File: config.mk
export PLATFORM = sky130hd
export DESIGN_NAME = hsv_pixel_color_classifier
export DESIGN_NICKNAME = d
export VERILOG_FILES = /design/src/sv/hsvc_pkg.sv /design/src/sv/hsv_pixel_color_classifier.sv
export SDC_FILE = /design/constraint.sdc
export NUM_CORES = 1
export LEC_CHECK = 0
export BUFFER_PORTS_ARGS = -buffer_cell sky130_fd_sc_hd__buf_2
export CORE_MARGIN = 1
export CORE_UTILIZATION = 52
export DETAILED_ROUTE_END_ITERATION = 8
export PLACE_DENSITY_LB_ADDON = 0.2
export SLEW_MARGIN = 15
export SYNTH_ARGS = -nofsm -noshare
export SYNTH_HDL_FRONTEND = slang
export SYNTH_SLANG_ARGS = --single-unit
File: constraint.sdc
create_clock -name clk -period 4.7 [get_ports clk]
set_input_delay 0.235 -clock clk [delete_from_list [all_inputs] [get_ports clk]]
set_output_delay 0.235 -clock clk [all_outputs]
set_load 0.05 [all_outputs]
File: src/sv/hsvc_pkg.sv
`default_nettype none

package hsvc_pkg;

    // Pixel classes
    typedef logic [1:0] pixel_class_t;
    localparam pixel_class_t CLASS_RED     = 2'd0;
    localparam pixel_class_t CLASS_NEUTRAL = 2'd1;
    localparam pixel_class_t CLASS_DARK    = 2'd2;

    // Which channel holds the maximum (priority red, green, blue)
    typedef enum logic [1:0] {
        SECT_RED,
        SECT_GREEN,
        SECT_BLUE
    } hue_sector_t;

    // Register indexes on the APB port (word addresses)
    localparam int unsigned ADDR_W = 5;
    typedef logic [2:0] reg_idx_t;
    localparam reg_idx_t REG_MODE           = 3'd0;
    localparam reg_idx_t REG_RED_HUE_NARROW = 3'd1;
    localparam reg_idx_t REG_RED_HUE_WIDE   = 3'd2;
    localparam reg_idx_t REG_SAT_RED_MIN    = 3'd3;
    localparam reg_idx_t REG_SAT_LOW_MAX    = 3'd4;
    localparam reg_idx_t REG_VAL_DARK_LIMIT = 3'd5;

    // Register reset values
    localparam logic       MODE_RST           = 1'b0;
    localparam logic [7:0] RED_HUE_NARROW_RST = 8'd40;
    localparam logic [7:0] RED_HUE_WIDE_RST   = 8'd60;
    localparam logic [7:0] SAT_RED_MIN_RST    = 8'd100;
    localparam logic [7:0] SAT_LOW_MAX_RST    = 8'd40;
    localparam logic [7:0] VAL_DARK_LIMIT_RST = 8'd50;

    // Hue constants in degrees, saturation scale and channel maximum
    localparam logic [15:0] HUE_SLOPE   = 16'd60;
    localparam logic [15:0] HUE_OFS_G   = 16'd120;
    localparam logic [15:0] HUE_OFS_B   = 16'd240;
    localparam logic [7:0]  HUE_UPPER   = 8'd180;
    localparam logic [7:0]  HUE_NEUTRAL = 8'd140;
    localparam logic [7:0]  THR_HUE_RED = 8'd30;
    localparam logic [7:0]  THR_HUE_MID = 8'd50;
    localparam logic [15:0] SAT_SCALE   = 16'd255;
    localparam logic [7:0]  CH_MAX      = 8'd255;

    // Pipeline depth from request acceptance to result strobe
    localparam int unsigned LATENCY = 4;

endpackage

`default_nettype wire

File: src/sv/hsv_pixel_color_classifier.sv
`default_nettype none

// HSV pixel color classifier. Takes one 8-bit RGB pixel per request and
// returns one result: a class (red piece, neutral background, dark piece)
// and the recolored pixel (255,0,0 / 255,255,255 / 0,0,0). A request is
// taken every clock cycle; busy is always low. The result sits on the
// result ports for exactly one cycle, marked by done, once the request
// has passed the registered stages (stage 1 max/min/sector, stage 2 hue
// and saturation fractions, stage 3 threshold products, stage 4 compare
// and classify). The receiver cannot stall the pipeline, so it must take
// every done pulse. Thresholds must be written over the APB port only
// while no request is in flight; the block itself does not enforce this.
// Register i sits at byte address 4*i, unknown addresses are ignored on
// write and read as zero.
module hsv_pixel_color_classifier
    import hsvc_pkg::*;
(
    input  wire logic              clk,
    input  wire logic              rst_n,
    // Request channel
    input  wire logic              start,
    output logic                   busy,
    input  wire logic [7:0]        red,
    input  wire logic [7:0]        green,
    input  wire logic [7:0]        blue,
    // Result channel
    output logic                   done,
    output logic [1:0]             pixel_class,
    output logic [7:0]             out_red,
    output logic [7:0]             out_green,
    output logic [7:0]             out_blue,
    // APB configuration port
    input  wire logic              psel,
    input  wire logic              penable,
    input  wire logic              pwrite,
    input  wire logic [ADDR_W-1:0] paddr,
    input  wire logic [31:0]       pwdata,
    output logic [31:0]            prdata,
    output logic                   pready
);

    // ------------------------------------------------------------------
    // Configuration registers
    // ------------------------------------------------------------------
    logic       mode_reg;
    logic [7:0] red_hue_narrow_reg;
    logic [7:0] red_hue_wide_reg;
    logic [7:0] sat_red_min_reg;
    logic [7:0] sat_low_max_reg;
    logic [7:0] val_dark_limit_reg;

    logic     cfg_wr;
    reg_idx_t cfg_idx;

    assign pready  = 1'b1;
    assign cfg_wr  = psel && penable && pwrite && pready;
    assign cfg_idx = paddr[ADDR_W-1:2];

    always_ff @(posedge clk or negedge rst_n)
    begin
        if (!rst_n)
        begin
            mode_reg           <= MODE_RST;
            red_hue_narrow_reg <= RED_HUE_NARROW_RST;
            red_hue_wide_reg   <= RED_HUE_WIDE_RST;
            sat_red_min_reg    <= SAT_RED_MIN_RST;
            sat_low_max_reg    <= SAT_LOW_MAX_RST;
            val_dark_limit_reg <= VAL_DARK_LIMIT_RST;
        end
        else if (cfg_wr)
        begin
            unique case (cfg_idx)
                REG_MODE:           mode_reg           <= pwdata[0];
                REG_RED_HUE_NARROW: red_hue_narrow_reg <= pwdata[7:0];
                REG_RED_HUE_WIDE:   red_hue_wide_reg   <= pwdata[7:0];
                REG_SAT_RED_MIN:    sat_red_min_reg    <= pwdata[7:0];
                REG_SAT_LOW_MAX:    sat_low_max_reg    <= pwdata[7:0];
                REG_VAL_DARK_LIMIT: val_dark_limit_reg <= pwdata[7:0];
                default:            ;  // drop writes to unmapped addresses
            endcase
        end
    end

    always_comb
    begin
        unique case (cfg_idx)
            REG_MODE:           prdata = {31'd0, mode_reg};
            REG_RED_HUE_NARROW: prdata = {24'd0, red_hue_narrow_reg};
            REG_RED_HUE_WIDE:   prdata = {24'd0, red_hue_wide_reg};
            REG_SAT_RED_MIN:    prdata = {24'd0, sat_red_min_reg};
            REG_SAT_LOW_MAX:    prdata = {24'd0, sat_low_max_reg};
            REG_VAL_DARK_LIMIT: prdata = {24'd0, val_dark_limit_reg};
            default:            prdata = 32'd0;
        endcase
    end

    // The pipeline never stalls: every request is taken.
    assign busy = 1'b0;

    // ------------------------------------------------------------------
    // Stage 1: max, min, delta, hue sector and the sector's channel
    // difference. Valid bits ride alongside the payload.
    // ------------------------------------------------------------------
    logic              s1_valid_reg;
    logic [7:0]        s1_max_reg, s1_max_next;
    logic [7:0]        s1_delta_reg, s1_delta_next;
    hue_sector_t       s1_sect_reg, s1_sect_next;
    logic signed [8:0] s1_diff_reg, s1_diff_next;

    logic [7:0] mx, mn;

    always_comb
    begin
        mx = red;
        if (green > mx) mx = green;
        if (blue > mx)  mx = blue;
        mn = red;
        if (green < mn) mn = green;
        if (blue < mn)  mn = blue;

        s1_max_next   = mx;
        s1_delta_next = mx - mn;

        // Tied maxima resolve red first, then green, then blue.
        priority if (red == mx)
        begin
            s1_sect_next = SECT_RED;
            s1_diff_next = $signed({1'b0, green}) - $signed({1'b0, blue});
        end
        else if (green == mx)
        begin
            s1_sect_next = SECT_GREEN;
            s1_diff_next = $signed({1'b0, blue}) - $signed({1'b0, red});
        end
        else
        begin
            s1_sect_next = SECT_BLUE;
            s1_diff_next = $signed({1'b0, red}) - $signed({1'b0, green});
        end
    end

    // ------------------------------------------------------------------
    // Stage 2: hue = hnum/hden, saturation = snum/sden, value
    // ------------------------------------------------------------------
    logic               s2_valid_reg;
    logic signed [17:0] s2_hnum_reg, s2_hnum_next;
    logic [7:0]         s2_hden_reg, s2_hden_next;
    logic [15:0]        s2_snum_reg, s2_snum_next;
    logic [7:0]         s2_sden_reg, s2_sden_next;
    logic [7:0]         s2_val_reg;

    logic signed [17:0] diff_x;
    logic [15:0]        hue_ofs;

    always_comb
    begin
        diff_x = {{9{s1_diff_reg[8]}}, s1_diff_reg};
        unique case (s1_sect_reg)
            SECT_RED:   hue_ofs = 16'd0;
            SECT_GREEN: hue_ofs = {8'd0, s1_delta_reg} * HUE_OFS_G;
            SECT_BLUE:  hue_ofs = {8'd0, s1_delta_reg} * HUE_OFS_B;
            default:    hue_ofs = 16'd0;
        endcase
        // Grey pixels have a zero difference, so hnum is zero there too.
        s2_hnum_next = diff_x * $signed({2'b00, HUE_SLOPE}) + $signed({2'b00, hue_ofs});
        s2_hden_next = (s1_delta_reg == 8'd0) ? 8'd1 : s1_delta_reg;
        s2_snum_next = {8'd0, s1_delta_reg} * SAT_SCALE;
        s2_sden_next = (s1_max_reg == 8'd0) ? 8'd1 : s1_max_reg;
    end

    // ------------------------------------------------------------------
    // Stage 3: scale every hue and saturation threshold by its fraction's denominator
    // ------------------------------------------------------------------
    logic               s3_valid_reg;
    logic signed [17:0] s3_hnum_reg;
    logic [15:0]        s3_snum_reg;
    logic [7:0]         s3_val_reg;
    logic [15:0]        s3_h_narrow_reg, s3_h_wide_reg, s3_h_upper_reg, s3_h_neutral_reg;
    logic [15:0]        s3_h_red_reg, s3_h_mid_reg;
    logic [15:0]        s3_s_red_reg, s3_s_low_reg;

    // ------------------------------------------------------------------
    // Stage 4: compare and classify
    // ------------------------------------------------------------------
    logic         done_reg;
    pixel_class_t class_reg, class_next;

    logic signed [17:0] p_narrow, p_wide, p_upper, p_neutral, p_red, p_mid;
    logic hue_gt_upper, hue_gt_neutral, hue_in_narrow, hue_in_wide;
    logic hue_lt_red, hue_lt_mid, sat_red, sat_low, val_gt, val_lt;

    always_comb
    begin
        p_narrow  = $signed({2'b00, s3_h_narrow_reg});
        p_wide    = $signed({2'b00, s3_h_wide_reg});
        p_upper   = $signed({2'b00, s3_h_upper_reg});
        p_neutral = $signed({2'b00, s3_h_neutral_reg});
        p_red     = $signed({2'b00, s3_h_red_reg});
        p_mid     = $signed({2'b00, s3_h_mid_reg});

        hue_gt_upper   = s3_hnum_reg > p_upper;
        hue_gt_neutral = s3_hnum_reg > p_neutral;
        hue_in_narrow  = (s3_hnum_reg <= p_narrow) && (s3_hnum_reg >= -p_narrow);
        hue_in_wide    = (s3_hnum_reg <= p_wide) && (s3_hnum_reg >= -p_wide);
        hue_lt_red     = s3_hnum_reg < p_red;
        hue_lt_mid     = s3_hnum_reg < p_mid;
        sat_red        = s3_snum_reg > s3_s_red_reg;
        sat_low        = s3_snum_reg < s3_s_low_reg;
        val_gt         = s3_val_reg > val_dark_limit_reg;
        val_lt         = s3_val_reg < val_dark_limit_reg;

        if (mode_reg)
        begin
            // Simple hue threshold variant
            priority if (hue_lt_red)
                class_next = CLASS_RED;
            else if (hue_lt_mid)
                class_next = val_gt ? CLASS_RED : CLASS_DARK;
            else
                class_next = CLASS_DARK;
        end
        else
        begin
            // Full HSV rule set, first match wins
            priority if (hue_gt_upper)
                class_next = sat_low ? CLASS_NEUTRAL : CLASS_DARK;
            else if (hue_gt_neutral)
                class_next = CLASS_NEUTRAL;
            else if (hue_in_narrow)
                class_next = sat_red ? CLASS_RED : CLASS_NEUTRAL;
            else if (hue_in_wide)
            begin
                if (val_gt)
                    class_next = sat_red ? CLASS_RED : CLASS_NEUTRAL;
                else
                    class_next = CLASS_DARK;
            end
            else
                class_next = val_lt ? CLASS_DARK : CLASS_NEUTRAL;
        end
    end

    // Valid bits: reset clears the pipeline.
    always_ff @(posedge clk or negedge rst_n)
    begin
        if (!rst_n)
        begin
            s1_valid_reg <= 1'b0;
            s2_valid_reg <= 1'b0;
            s3_valid_reg <= 1'b0;
            done_reg     <= 1'b0;
        end
        else
        begin
            s1_valid_reg <= start && !busy;
            s2_valid_reg <= s1_valid_reg;
            s3_valid_reg <= s2_valid_reg;
            done_reg     <= s3_valid_reg;
        end
    end

    // Payload: advance every cycle, no reset needed.
    always_ff @(posedge clk)
    begin
        s1_max_reg   <= s1_max_next;
        s1_delta_reg <= s1_delta_next;
        s1_sect_reg  <= s1_sect_next;
        s1_diff_reg  <= s1_diff_next;

        s2_hnum_reg <= s2_hnum_next;
        s2_hden_reg <= s2_hden_next;
        s2_snum_reg <= s2_snum_next;
        s2_sden_reg <= s2_sden_next;
        s2_val_reg  <= s1_max_reg;

        s3_hnum_reg      <= s2_hnum_reg;
        s3_snum_reg      <= s2_snum_reg;
        s3_val_reg       <= s2_val_reg;
        s3_h_narrow_reg  <= {8'd0, s2_hden_reg} * {8'd0, red_hue_narrow_reg};
        s3_h_wide_reg    <= {8'd0, s2_hden_reg} * {8'd0, red_hue_wide_reg};
        s3_h_upper_reg   <= {8'd0, s2_hden_reg} * {8'd0, HUE_UPPER};
        s3_h_neutral_reg <= {8'd0, s2_hden_reg} * {8'd0, HUE_NEUTRAL};
        s3_h_red_reg     <= {8'd0, s2_hden_reg} * {8'd0, THR_HUE_RED};
        s3_h_mid_reg     <= {8'd0, s2_hden_reg} * {8'd0, THR_HUE_MID};
        s3_s_red_reg     <= {8'd0, s2_sden_reg} * {8'd0, sat_red_min_reg};
        s3_s_low_reg     <= {8'd0, s2_sden_reg} * {8'd0, sat_low_max_reg};

        class_reg <= class_next;
    end

    // Result ports: recolor straight from the registered class.
    assign done        = done_reg;
    assign pixel_class = class_reg;
    assign out_red     = (class_reg == CLASS_DARK)    ? 8'd0   : CH_MAX;
    assign out_green   = (class_reg == CLASS_NEUTRAL) ? CH_MAX : 8'd0;
    assign out_blue    = (class_reg == CLASS_NEUTRAL) ? CH_MAX : 8'd0;

endmodule

`default_nettype wire

**Word-level counts from Yosys, hierarchy flattened**

Index checks and enable logic that the tools add are counted.

- Register bits after elaboration: 291
- Input port bits: 67

- Add/sub/neg operators: 7
- Multiply operators: 12
- $lt $le $gt $ge: 16
- Equal/unequal tests: 11
- Mux-type cells: 23
- Reductions and logical operators: 13

Operators by type and width:

| operator | count |
|---|---|
| multiplier 8 x 8 -> 16 bit | 4 |
| two-way mux 8 bit | 6 |
| one-hot mux 8 bit (6 select lines) | 1 |
| greater-or-equal comparator 18 bit | 2 |
| greater-than comparator 18 x 17 -> 1 bit | 2 |
| less-or-equal comparator 18 x 17 -> 1 bit | 2 |
| multiplier 8 x 4 -> 12 bit, second input constant | 3 |
| negation 16 -> 18 bit | 2 |
| one-hot mux 16 bit (2 select lines) | 1 |
| multiplier 8 x 6 -> 14 bit, second input constant | 2 |
| subtractor 8 x 8 -> 9 bit | 3 |
| greater-than comparator 8 bit | 3 |
| less-than comparator 8 bit | 3 |
| two-way mux 2 bit | 12 |
| adder 16 x 17 -> 18 bit | 1 |
| less-than comparator 18 x 14 -> 1 bit | 1 |
| less-than comparator 18 x 15 -> 1 bit | 1 |
| two-way mux 9 bit | 2 |
| == test 8 bit | 2 |
| greater-than comparator 16 bit | 1 |
| logical NOT 8 bit | 2 |
| less-than comparator 16 bit | 1 |
| multiplier 8 x 8 -> 16 bit, second input constant | 1 |
| multiplier 9 x 5 -> 14 bit, second input constant | 1 |
| 11 further kinds | 23 |

**Logic depth before layout (Yosys ltp)**

Gate-level depths: netlist of the first run.

- Depth in word-level cells: 8
- Mapped depth: 26

**Least setup slack after synthesis of the first run**

OpenSTA, ideal clock, no wires.

- Path kind: in2reg
- From: in green[2]
- To: reg s1_delta_reg[6]
- Setup time: 72 ps
- Arrival time: 5246 ps
- Required time: 4628 ps
- Slack: -619 ps
- Stages on the path: 24
- Buffers on the path: 3
- Cells stage by stage: clkbuf_1 inv_1 ha_1 a21oi_1 a211oi_4 or2_1 buf_4 buf_2 a21oi_1 ha_1 and3_1 a221o_1 a21oi_1 o211a_1 a31o_2 nand2_2 a21oi_1 inv_1 ha_1 a21oi_1 o21ai_1 maj3_1 a21oi_1 xnor2_1

- Cells in the longest elaborated chain, start to end: 5
- Elaborated cells on any way between the ends: 9
- Those cells by class: 1 x add/sub; 4 x order compare; 4 x mux

Ends and longest elaborated chain:

| what | line | source |
|---|---|---|
| start, declared | hsv_pixel_color_classifier.sv:24 | `input wire logic [7:0] green,` |
| greater-than comparator 8 bit | hsv_pixel_color_classifier.sv:115 | `if (green > mx) mx = green;` |
| two-way mux 8 bit (*) | hsv_pixel_color_classifier.sv:115 |  |
| greater-than comparator 8 bit | hsv_pixel_color_classifier.sv:116 | `if (blue > mx) mx = blue;` |
| two-way mux 8 bit (*) | hsv_pixel_color_classifier.sv:116 |  |
| named net mx[3] | hsv_pixel_color_classifier.sv:110 | `logic [7:0] mx, mn;` |
| subtractor 8 bit (*) | hsv_pixel_color_classifier.sv:122 | `s1_delta_next = mx - mn;` |
| named net s1_delta_next[6] | hsv_pixel_color_classifier.sv:106 | `logic [7:0] s1_delta_reg, s1_delta_next;` |
| end signal, assigned | hsv_pixel_color_classifier.sv:266 | `s1_delta_reg <= s1_delta_next;` |
| end, declared | hsv_pixel_color_classifier.sv:106 |  |

The timed path passes the listed nets; every way through them passes the cells marked *.
A chain may end at the register's enable or synchronous reset.

**Worst setup path in the final report of the first run**

- From: reg sat_red_min_reg[4]
- To: reg s3_s_red_reg[14]

- Cells in the longest elaborated chain, start to end: 1

Ends and longest elaborated chain:

| what | line | source |
|---|---|---|
| start, declared | hsv_pixel_color_classifier.sv:48 | `logic [7:0] sat_red_min_reg;` |
| start signal, assigned | hsv_pixel_color_classifier.sv:76 | `REG_SAT_RED_MIN: sat_red_min_reg <= pwdata[7:0];` |
| multiplier 8 x 8 -> 16 bit | hsv_pixel_color_classifier.sv:285 | `s3_s_red_reg <= {8'd0, s2_sden_reg} * {8'd0, sat_red_min_reg};` |
| end signal, assigned | hsv_pixel_color_classifier.sv:285 |  |
| end, declared | hsv_pixel_color_classifier.sv:180 | `logic [15:0] s3_s_red_reg, s3_s_low_reg;` |

Every way passes these cells.

==> metrics.cfg, run 1 <==
[clock_tree]
tritoncts = built
clkLatencyLatePin_ns = 0.56
clkSlewWorstSetupHoldPaths_ns = 0.06
cts-buffers-inserted = 35
cts_sinks = 282
cts_root_buf = clkbuf_16
cts_max_level = 2
cts_buffer_depth = 3

[sta]
holdWs_ns = 0.0181
tightest_slew_ns = 0.979
setup_tns_ns = 0
finClkSkew_ns = 0.0332
report.final.slew_viol_count = 0
setup_violations = 0
timing.final.hold_violations = 0
finalCritPeriodShare = 0.960
clock.fmax_mhz = 222
min_period_ns = 4.51
grt_setup_unrepaired = true
slew-limit-headroom = 0.347

[global_route]
globalRoute.totalOverflow = 0
global_route_wire_length_before_repair_um = 110000
largest_net_degree_at_the_start_of_global_routing = 46
vias_in_the_first_global_route = 22200
global_route_total_usage_across_every_layer = 0.245
grt_antenna_before_repair = 0

[synthesis]
yosys-mux-area-fraction = 0.0304
synth.distinct_cells = 88
postSynth.asyncResetShare = 0.160
synth_ff_type = dfxtp_1
netlist_area_um2 = 28200
main_combinational_cell_family_by_area_after_synthesis = adder cells
post-synth-top-count-cell = inv_1
post_synth_and_or_nand_nor_area_fraction = 0.111
post-synth-top-area-fraction = 0.222
synth_common_cells = 534 x inv_1, 500 x ha_1, 237 x dfxtp_1, 226 x fa_1, 195 x nand2_1
yosys.area_share.adder = 0.383
synth-compound-area-share = 0.114
synth_enable_flop_cells = 0
part_of_the_yosys_area_used_for_sequential_elements = 0.209
library_cell_occupying_the_most_area_in_the_post_synthesis_netlist = ha_1
register_bit_total_from_synthesis = 282
yosys.area_share.xor_xnor = 0.0572
netlist_instances = 3037
yosys_warnings = 0
post_synthesis_mean_instance_area_um2 = 9.28
synth.top_cells.by_area = ha_1 22%, dfxtp_1 17%, fa_1 16%

[floorplanning]
dieArea_um2 = 55100
design.core.area_um2 = 53100
dieWidth_um = 235
io_pins = 128
die_height_um = 235
starting_utilization_of_the_core_area = 0.531
fp-row-count = 84

[worst_hold_path]
timing.hold.worst_path_depth = 3
hp-start = pwdata[6]
worst_hold_path_type = in2reg

[drt]
ant_nets = 0
detail_route.first_pass.iterations = 6
drcViolationCount = 0
vias = 21100
routed_wl_um = 66400
avgRoutedWirePerCell_um = 16.6
route.detailed.vias_per_inst = 5.28
first_iter_violations = 847

[placement]
hpwlAfterDp_um = 54300
dpl.cell_count = 3915
portBuffers = 75
finalWeightedCongestion = 0.938

[critical_path]
crit-reg2reg-launch = sat_red_min_reg[4]$_DFFE_PN0P_
worstPathArrival_ns = 4.94
crit_path_start_kind = flop
required_time_of_the_worst_setup_path_ns = 5.13
worstPathMaxFanout = 4
cp-end-kind = flop
worst_r2r_path_depth = 19
cp-startpoint = sat_red_min_reg[4]$_DFFE_PN0P_
critical_path_type = reg2reg

[finish]
count_of_non_filler_cells_in_the_finished_layout = 4002
fin_nets = 4081
n_fill_cell = 4478
drive_above_1_share = 0.156
antennaDiodeCount = 0
area_growth_syn_to_layout_pct = 14.3

[run]
cap_violations = 0

[outcome]
outcome = complete, no violations

[path summary, 6_finish.rpt]
path,to,slack [ns]
worst min register to register,s3_hnum_reg[15]$_DFF_P_,0.32
worst min-delay path,val_dark_limit_reg[6]$_DFFE_PN0P_,0.02
worst max-delay path,s3_s_red_reg[14]$_DFF_P_,0.19
max in group asynchronous,sat_red_min_reg[3]$_DFFE_PN0P_,3.61
min in group asynchronous,s3_valid_reg$_DFF_PN0_,0.39
worst max register to register,s3_s_red_reg[14]$_DFF_P_,0.19
[worst max-delay path: stages (launching register included)]
cell and delay [ns]:
dfrtp_1 0.43, and2_1 0.20, fa_1 0.45, fa_1 0.55, inv_1 0.05, fa_1 0.46, fa_1 0.55, inv_1 0.04
ha_1 0.31, buf_4 0.15, inv_1 0.04, o21ai_0 0.07, a21oi_1 0.17, nand2b_1 0.14, a21boi_1 0.08, o21ai_0 0.15
nand2b_1 0.10, a21oi_2 0.19, o21ai_0 0.13, xor2_1 0.15
[layout make-up]
class                   count  area [um2]  area share
well taps                 688         861      0.0267
multi-input cells        2122       20000       0.620
repair buffers            312        2190      0.0678
clock buffers              48        1020      0.0316
flip-flops and latches    282        5920       0.184
clock inverters            15         240     0.00746
inverters                 535        2010      0.0624
[kinds of logic (layout without fill, tap and decap cells)]
logic type / after synthesis / in the layout
fa+ha+maj: 727 / 727
other cells: 2 / 26
mux: 78 / 78
simple gates: 616 / 616
flops: 282 / 282
xor+xnor: 184 / 184
compound gates: 491 / 491
buf+inv: 657 / 910
[cells in the final DEF, fill, tap and decap left out, types with 39 or more instances in the layout]
| cell | n |
|---|---|
| xnor2_1 | 145 |
| a21oi_1 | 123 |
| dfxtp_1 | 222 |
| a21o_1 | 71 |
| mux2_2 | 40 |
| buf_2 | 75 |
| o21ai_0 | 76 |
| nand2_1 | 195 |
| and2_1 | 151 |
| nor2_1 | 91 |
| inv_1 | 532 |
| nand2b_1 | 39 |
| fa_1 | 220 |
| ha_1 | 494 |
| buf_4 | 227 |
[through the flow]
stage / util / instance area (um2) / setup slack (ns)
6_report: 0.607 / 32200 / 0.186
5_1_grt: 0.607 / 32200 / -0.0353
4_1_cts: 0.602 / 31900 / 0.00725
3_5_place_dp: 0.576 / 30600 / -0.217
3_3_place_gp: 0.576 / 30600 / -0.0740
2_1_floorplan: - / 28400 / -0.0166
[per-layer routing]
layer | up-vias | GRT usage | part of all wire
met4 | 0 | 0.0776 | 0.026
met1 | 10300 | 0.304 | 0.43
met2 | 381 | 0.440 | 0.50
li1 | 10300 | - | -
met3 | 111 | 0.0324 | 0.042
met5 | - | 0 | 0
[repair_timing]
action / in CTS / in global routing
resized for setup: 8 / 79
pin swaps: 0 / 22
buffers inserted: 4 / 13
hold buffers: 7 / 0
hold endpoints to repair: 39 / 0
setup endpoints to repair: 10 / 26
Power of run 1 is left out: the tool's default activity adds up to more than one toggle a clock period on the data nets, which glitch-free logic cannot reach.
==> run 2, diff against run 1 <==
--- a/config.mk
+++ b/config.mk
@@ -5,6 +5,7 @@
 export SDC_FILE = /design/constraint.sdc
 export NUM_CORES = 1
 export LEC_CHECK = 0
+export ABC_AREA = 1
 export BUFFER_PORTS_ARGS = -buffer_cell sky130_fd_sc_hd__buf_2
 export CORE_MARGIN = 1
 export CORE_UTILIZATION = 52
==> metrics.cfg, run 2 <==
[sta]
setup_violations = 0
slew-limit-headroom = 0.286
tightest_slew_ns = 1.06
finalCritPeriodShare = 0.960
finClkSkew_ns = 0.0220
report.final.slew_viol_count = 0
grt_setup_unrepaired = true
clock.fmax_mhz = 222
min_period_ns = 4.51
timing.final.hold_violations = 0

[finish]
count_of_non_filler_cells_in_the_finished_layout = 4411
drive_above_1_share = 0.103
mostFrequentLayoutCells = 806 x inv_1, 692 x nand2_1, 489 x ha_1, 221 x fa_1, 221 x dfxtp_1
fin_nets = 4482
antennaDiodeCount = 0
area_growth_syn_to_layout_pct = 11.0
layout_commonest_cell = inv_1

[critical_path]
required_time_of_the_worst_setup_path_ns = 5.16
crit_path_start_kind = flop
worstPathArrival_ns = 4.97
worstPathMaxFanout = 3
critical_path_type = reg2reg
cp-end-kind = flop
crit-reg2reg-launch = sat_low_max_reg[4]$_DFFE_PN0P_
cp-startpoint = sat_low_max_reg[4]$_DFFE_PN0P_

[clock_tree]
cts_max_level = 2
tritoncts = built
cts_root_buf = clkbuf_16
cts_sinks = 282
clkLatencyLatePin_ns = 0.55
cts-buffers-inserted = 36
cts_buffer_depth = 3
clkSlewWorstSetupHoldPaths_ns = 0.06

[synthesis]
netlist_area_um2 = 28400
postSynth.asyncResetShare = 0.160
part_of_the_yosys_area_used_for_sequential_elements = 0.207
register_bit_total_from_synthesis = 282
library_cell_occupying_the_most_area_in_the_post_synthesis_netlist = ha_1
synth_enable_flop_cells = 0
synth_common_cells = 810 x inv_1, 699 x nand2_1, 500 x ha_1, 237 x dfxtp_1, 226 x fa_1
synth.top_cells.by_area = ha_1 22%, dfxtp_1 17%, fa_1 16%
yosys_warnings = 0
post-synth-top-area-fraction = 0.220
synth_ff_type = dfxtp_1
netlist_instances = 3564
post_synthesis_mean_instance_area_um2 = 7.97
post-synth-top-count-cell = inv_1
synth.distinct_cells = 54

[drt]
wl_met2_um = 30300
wl_met1_um = 29600
met3_wire_len_um = 2900
first_iter_violations = 1009
highest_layer = met4
ant_nets = 0
routed_wl_um = 64400
route.detailed.vias_per_inst = 4.95
avgRoutedWirePerCell_um = 14.6
drcViolationCount = 0
detail_route.first_pass.iterations = 5
vias = 21800

[floorplanning]
dieArea_um2 = 55500
die_height_um = 236
dieWidth_um = 236
fp-row-count = 85
io_pins = 128
starting_utilization_of_the_core_area = 0.527
design.core.area_um2 = 53900

[placement]
hpwlAfterDp_um = 51900
portBuffers = 75
dpl.cell_count = 4316
finalWeightedCongestion = 0.909

[worst_hold_path]
worst_hold_path_type = in2reg
hp-start = paddr[3]

[run]
cap_violations = 0

[global_route]
globalRoute.totalOverflow = 0
global_route_total_usage_across_every_layer = 0.235
largest_net_degree_at_the_start_of_global_routing = 46
grt_antenna_before_repair = 0
vias_in_the_first_global_route = 21400
global_route_wire_length_before_repair_um = 105000

[outcome]
outcome = complete, no violations

-- run 2: changes by cell type in the layout (fill, tap and decap cells not counted), sizes merged, moves of 37 or more --
cell    change
a21o       -63
a21oi      +49
and2      -148
buf       -116
inv       +282
mux2       -44
nand2     +521
nand2b     -39
nand3     +101
nor2       +61
nor2b      -37
xnor2      -96
xor2       +65
-- run 2: through the flow --
stage               hold WS, ns  utilization  setup TNS, ns  instance area, um2  setup WS [ns]
CTS                      0.0460        0.576              0               31000        0.00987
detailed placement        0.312        0.551              0               29700         0.0433
global route              0.105        0.584         -0.294               31500         -0.129
floorplan               -0.0606            -       -0.00796               28500       -0.00796
finish                   0.0643        0.584              0               31500          0.189
global placement          0.310        0.551              0               29700         0.0827
-- run 2: critical path, cell delays in order (launching register included) --
cell	delay, ns
dfrtp_1	0.38
nand2_1	0.08
inv_1	0.06
fa_1	0.44
fa_1	0.55
inv_1	0.05
fa_1	0.46
fa_1	0.54
inv_1	0.04
ha_1	0.32
nand2_1	0.07
nor2_1	0.04
a211oi_2	0.23
o21ai_1	0.11
a21oi_1	0.18
o21bai_1	0.10
a21oi_1	0.13
inv_1	0.07
a21oi_2	0.16
o21ai_0	0.09
a21oi_1	0.15
xor2_1	0.16
-- run 2: path summary, 6_finish.rpt --
check / endpoint / slack [ns] / depth (start not counted)
setup reg to reg: s3_s_low_reg[15]$_DFF_P_ / 0.19 / 21
hold reg to reg: s3_val_reg[2]$_DFF_P_ / 0.32 / 0
hold / removal: mode_reg$_DFFE_PN0P_ / 0.06 / 4
max in group asynchronous: sat_red_min_reg[3]$_DFFE_PN0P_ / 3.59 / 2
setup / recovery: s3_s_low_reg[15]$_DFF_P_ / 0.19 / 21
min in group asynchronous: done$_DFF_PN0_ / 0.41 / 2
-- run 2: metal layers --
layer,GRT usage,vias to the layer above
met2,0.399,387
met1,0.314,10200
met5,0,-
li1,-,11200
met3,0.0317,98
met4,0.0650,0
-- run 2: kinds of logic after synthesis --
| group | Yosys count | share of synthesized area |
|---|---|---|
| simple gates | 1044 | 0.151 |
| buf+inv | 950 | 0.133 |
| fa+ha+maj | 726 | 0.380 |
| compound gates | 406 | 0.0805 |
| flops | 282 | 0.207 |
| xor+xnor | 153 | 0.0472 |
| other cells | 2 | 0.000265 |
| mux | 1 | 0.000397 |
-- run 2: cell type report --
type,instances,area [um2]
inverter,815,3060
sequential,282,5910
clock buffer,44,1000
timing repair buffer,198,1370
fill,4905,22400
clock inverter,20,200
multi-input combinational,2356,19100
tap,696,871
-- run 2: timing repair --
action	4_1_cts	5_1_grt
buffers inserted	0	22
endpoints found under the hold margin	40	0
hold buffers	10	0
setup endpoints to repair	0	20
resized for setup	0	89
Power of run 2 is left out for the same reason.
==> run 3, diff against run 2 <==
--- a/config.mk
+++ b/config.mk
@@ -10,7 +10,7 @@
 export CORE_MARGIN = 1
 export CORE_UTILIZATION = 52
 export DETAILED_ROUTE_END_ITERATION = 8
-export PLACE_DENSITY_LB_ADDON = 0.2
+export PLACE_DENSITY = 0.72
 export SLEW_MARGIN = 15
 export SYNTH_ARGS = -nofsm -noshare
 export SYNTH_HDL_FRONTEND = slang
==> metrics.cfg, run 3 (synthesized netlist as in run 2, its figures left out) <==
[sta]
report.final.slew_viol_count = 0
slew-limit-headroom = 0.298
tightest_slew_ns = 1.04
grt_setup_unrepaired = true
min_period_ns = 4.54
setup_violations = 0
holdWs_ns = 0.0811
timing.final.hold_violations = 0
finalCritPeriodShare = 0.967
clock.fmax_mhz = 220
setup_tns_ns = 0
finClkSkew_ns = 0.0265

[critical_path]
path_cells = nand2_1, fa_1, fa_1, inv_1, fa_1, fa_1, ha_1, a21oi_1, o21ai_0, a21o_1, a21oi_2, o21ai_0, nand2_1, inv_1, o21ai_0, nand2_1, xor2_1
critical_path_type = reg2reg
cp-end-kind = flop
critPathSlowestCell = dfstp_2
path_common_cell = fa_1
cp-startpoint = sat_low_max_reg[5]$_DFFE_PN1P_
max_stage_delay_ns = 0.64
crit-reg2reg-launch = sat_low_max_reg[5]$_DFFE_PN1P_
required_time_of_the_worst_setup_path_ns = 5.14
worstPathMaxFanout = 7
worstSetupEndpoint = s3_s_low_reg[14]$_DFF_P_
r2r_end = s3_s_low_reg[14]$_DFF_P_
worst_r2r_path_depth = 17
crit_path_start_kind = flop
worstPathArrival_ns = 4.98
r2r_slack_ns = 0.16

[drt]
route.detailed.vias_per_inst = 5.01
avgRoutedWirePerCell_um = 14.3
drcViolationCount = 0
detail_route.first_pass.iterations = 7
first_iter_violations = 1223
vias = 22000
routed_wl_um = 62900
ant_nets = 0

[finish]
layout_commonest_cell = inv_1
mostFrequentLayoutCells = 806 x inv_1, 697 x nand2_1, 489 x ha_1, 221 x dfxtp_1, 220 x fa_1
antennaDiodeCount = 0
drive_above_1_share = 0.0950
area_growth_syn_to_layout_pct = 10.4
post_layout_util = 0.581
fin_nets = 4465

[global_route]
global_route_wire_length_before_repair_um = 103000
largest_net_degree_at_the_start_of_global_routing = 46
global_route_total_usage_across_every_layer = 0.230
grt_antenna_before_repair = 0
vias_in_the_first_global_route = 21200
globalRoute.totalOverflow = 0

[clock_tree]
cts_root_buf = clkbuf_16
clkSlewWorstSetupHoldPaths_ns = 0.06
clkLatencyLatePin_ns = 0.55
cts_sinks = 282
cts_buffer_depth = 3
cts_max_level = 2
cts-buffers-inserted = 34
tritoncts = built

[floorplanning]
io_pins = 128
starting_utilization_of_the_core_area = 0.527
fp-row-count = 85
dieArea_um2 = 55500
dieWidth_um = 236
die_height_um = 236
design.core.area_um2 = 53900

[placement]
finalWeightedCongestion = 0.909
hpwlAfterDp_um = 50600
portBuffers = 75

[run]
cap_violations = 0

[worst_hold_path]
worst_hold_path_type = in2reg

[outcome]
outcome = complete, no violations

## run 3: changes by cell type in the layout (fill, tap and decap cells not counted), sizes merged
cell      change
clkinv        -6
clkinvlp      -1
buf          -15
inv           +1
clkbuf        +1
## run 3: metrics by stage
step	instances	worst slack [ns]	area (um2)
final	4391	0.156	31300
after floorplan	3588	-0.00796	28500
after global routing	4391	-0.113	31300
after CTS	4373	0.0249	30900
after detailed placement	4304	-0.0912	29600
after global placement	4304	0.0407	29600
## run 3: how the worst min path moves through the flow
stage                     cells after the start                   start  slack (ns)                      to
after floorplan                               0                   rst_n       -0.06          done$_DFF_PN0_
after CTS                                     4                paddr[3]        0.05    mode_reg$_DFFE_PN0P_
final                                         4                paddr[3]        0.08    mode_reg$_DFFE_PN0P_
after detailed placement                      0  s2_hnum_reg[3]$_DFF_P_        0.31  s3_hnum_reg[3]$_DFF_P_
after global routing                          3                 blue[5]         0.1   s1_max_reg[5]$_DFF_P_
after global placement                        0   s2_val_reg[1]$_DFF_P_        0.31   s3_val_reg[1]$_DFF_P_
## run 3: timing repair
item                                    in CTS  in global routing
pin swaps                                    0                 40
hold endpoints to repair                    40                  0
hold buffers                                10                  0
resized for setup                            2                 84
endpoints found under the setup margin       1                 19
buffers inserted                             0                 18
## run 3: area by class of cell
cell class                 instances  area (um2)
inverter                         815        3060
tap                              696         871
clock inverter                    14         168
timing repair buffer             183        1260
clock buffer                      45         995
multi-input combinational       2356       19100
sequential                       282        5920
fill                            4730       22600
## run 3: worst max-delay path, delay by kind of cell, from the launching register on
family	cells	cell delay, ns
AO/OA/AOI/OAI	6	0.92
flip-flops	1	0.64
adder cells (fa/ha/maj)	5	2.36
XOR/XNOR	1	0.14
AND/OR/NAND/NOR	3	0.28
buffers and inverters	2	0.10
## run 3: metal layers
layer,global-route usage,up-vias,part of all wire
li1,-,11200,-
met1,0.304,10200,0.45
met2,0.386,503,0.47
met3,0.0353,104,0.057
met4,0.0705,0,0.026
met5,0,-,0
Power of run 3 is left out for the same reason.
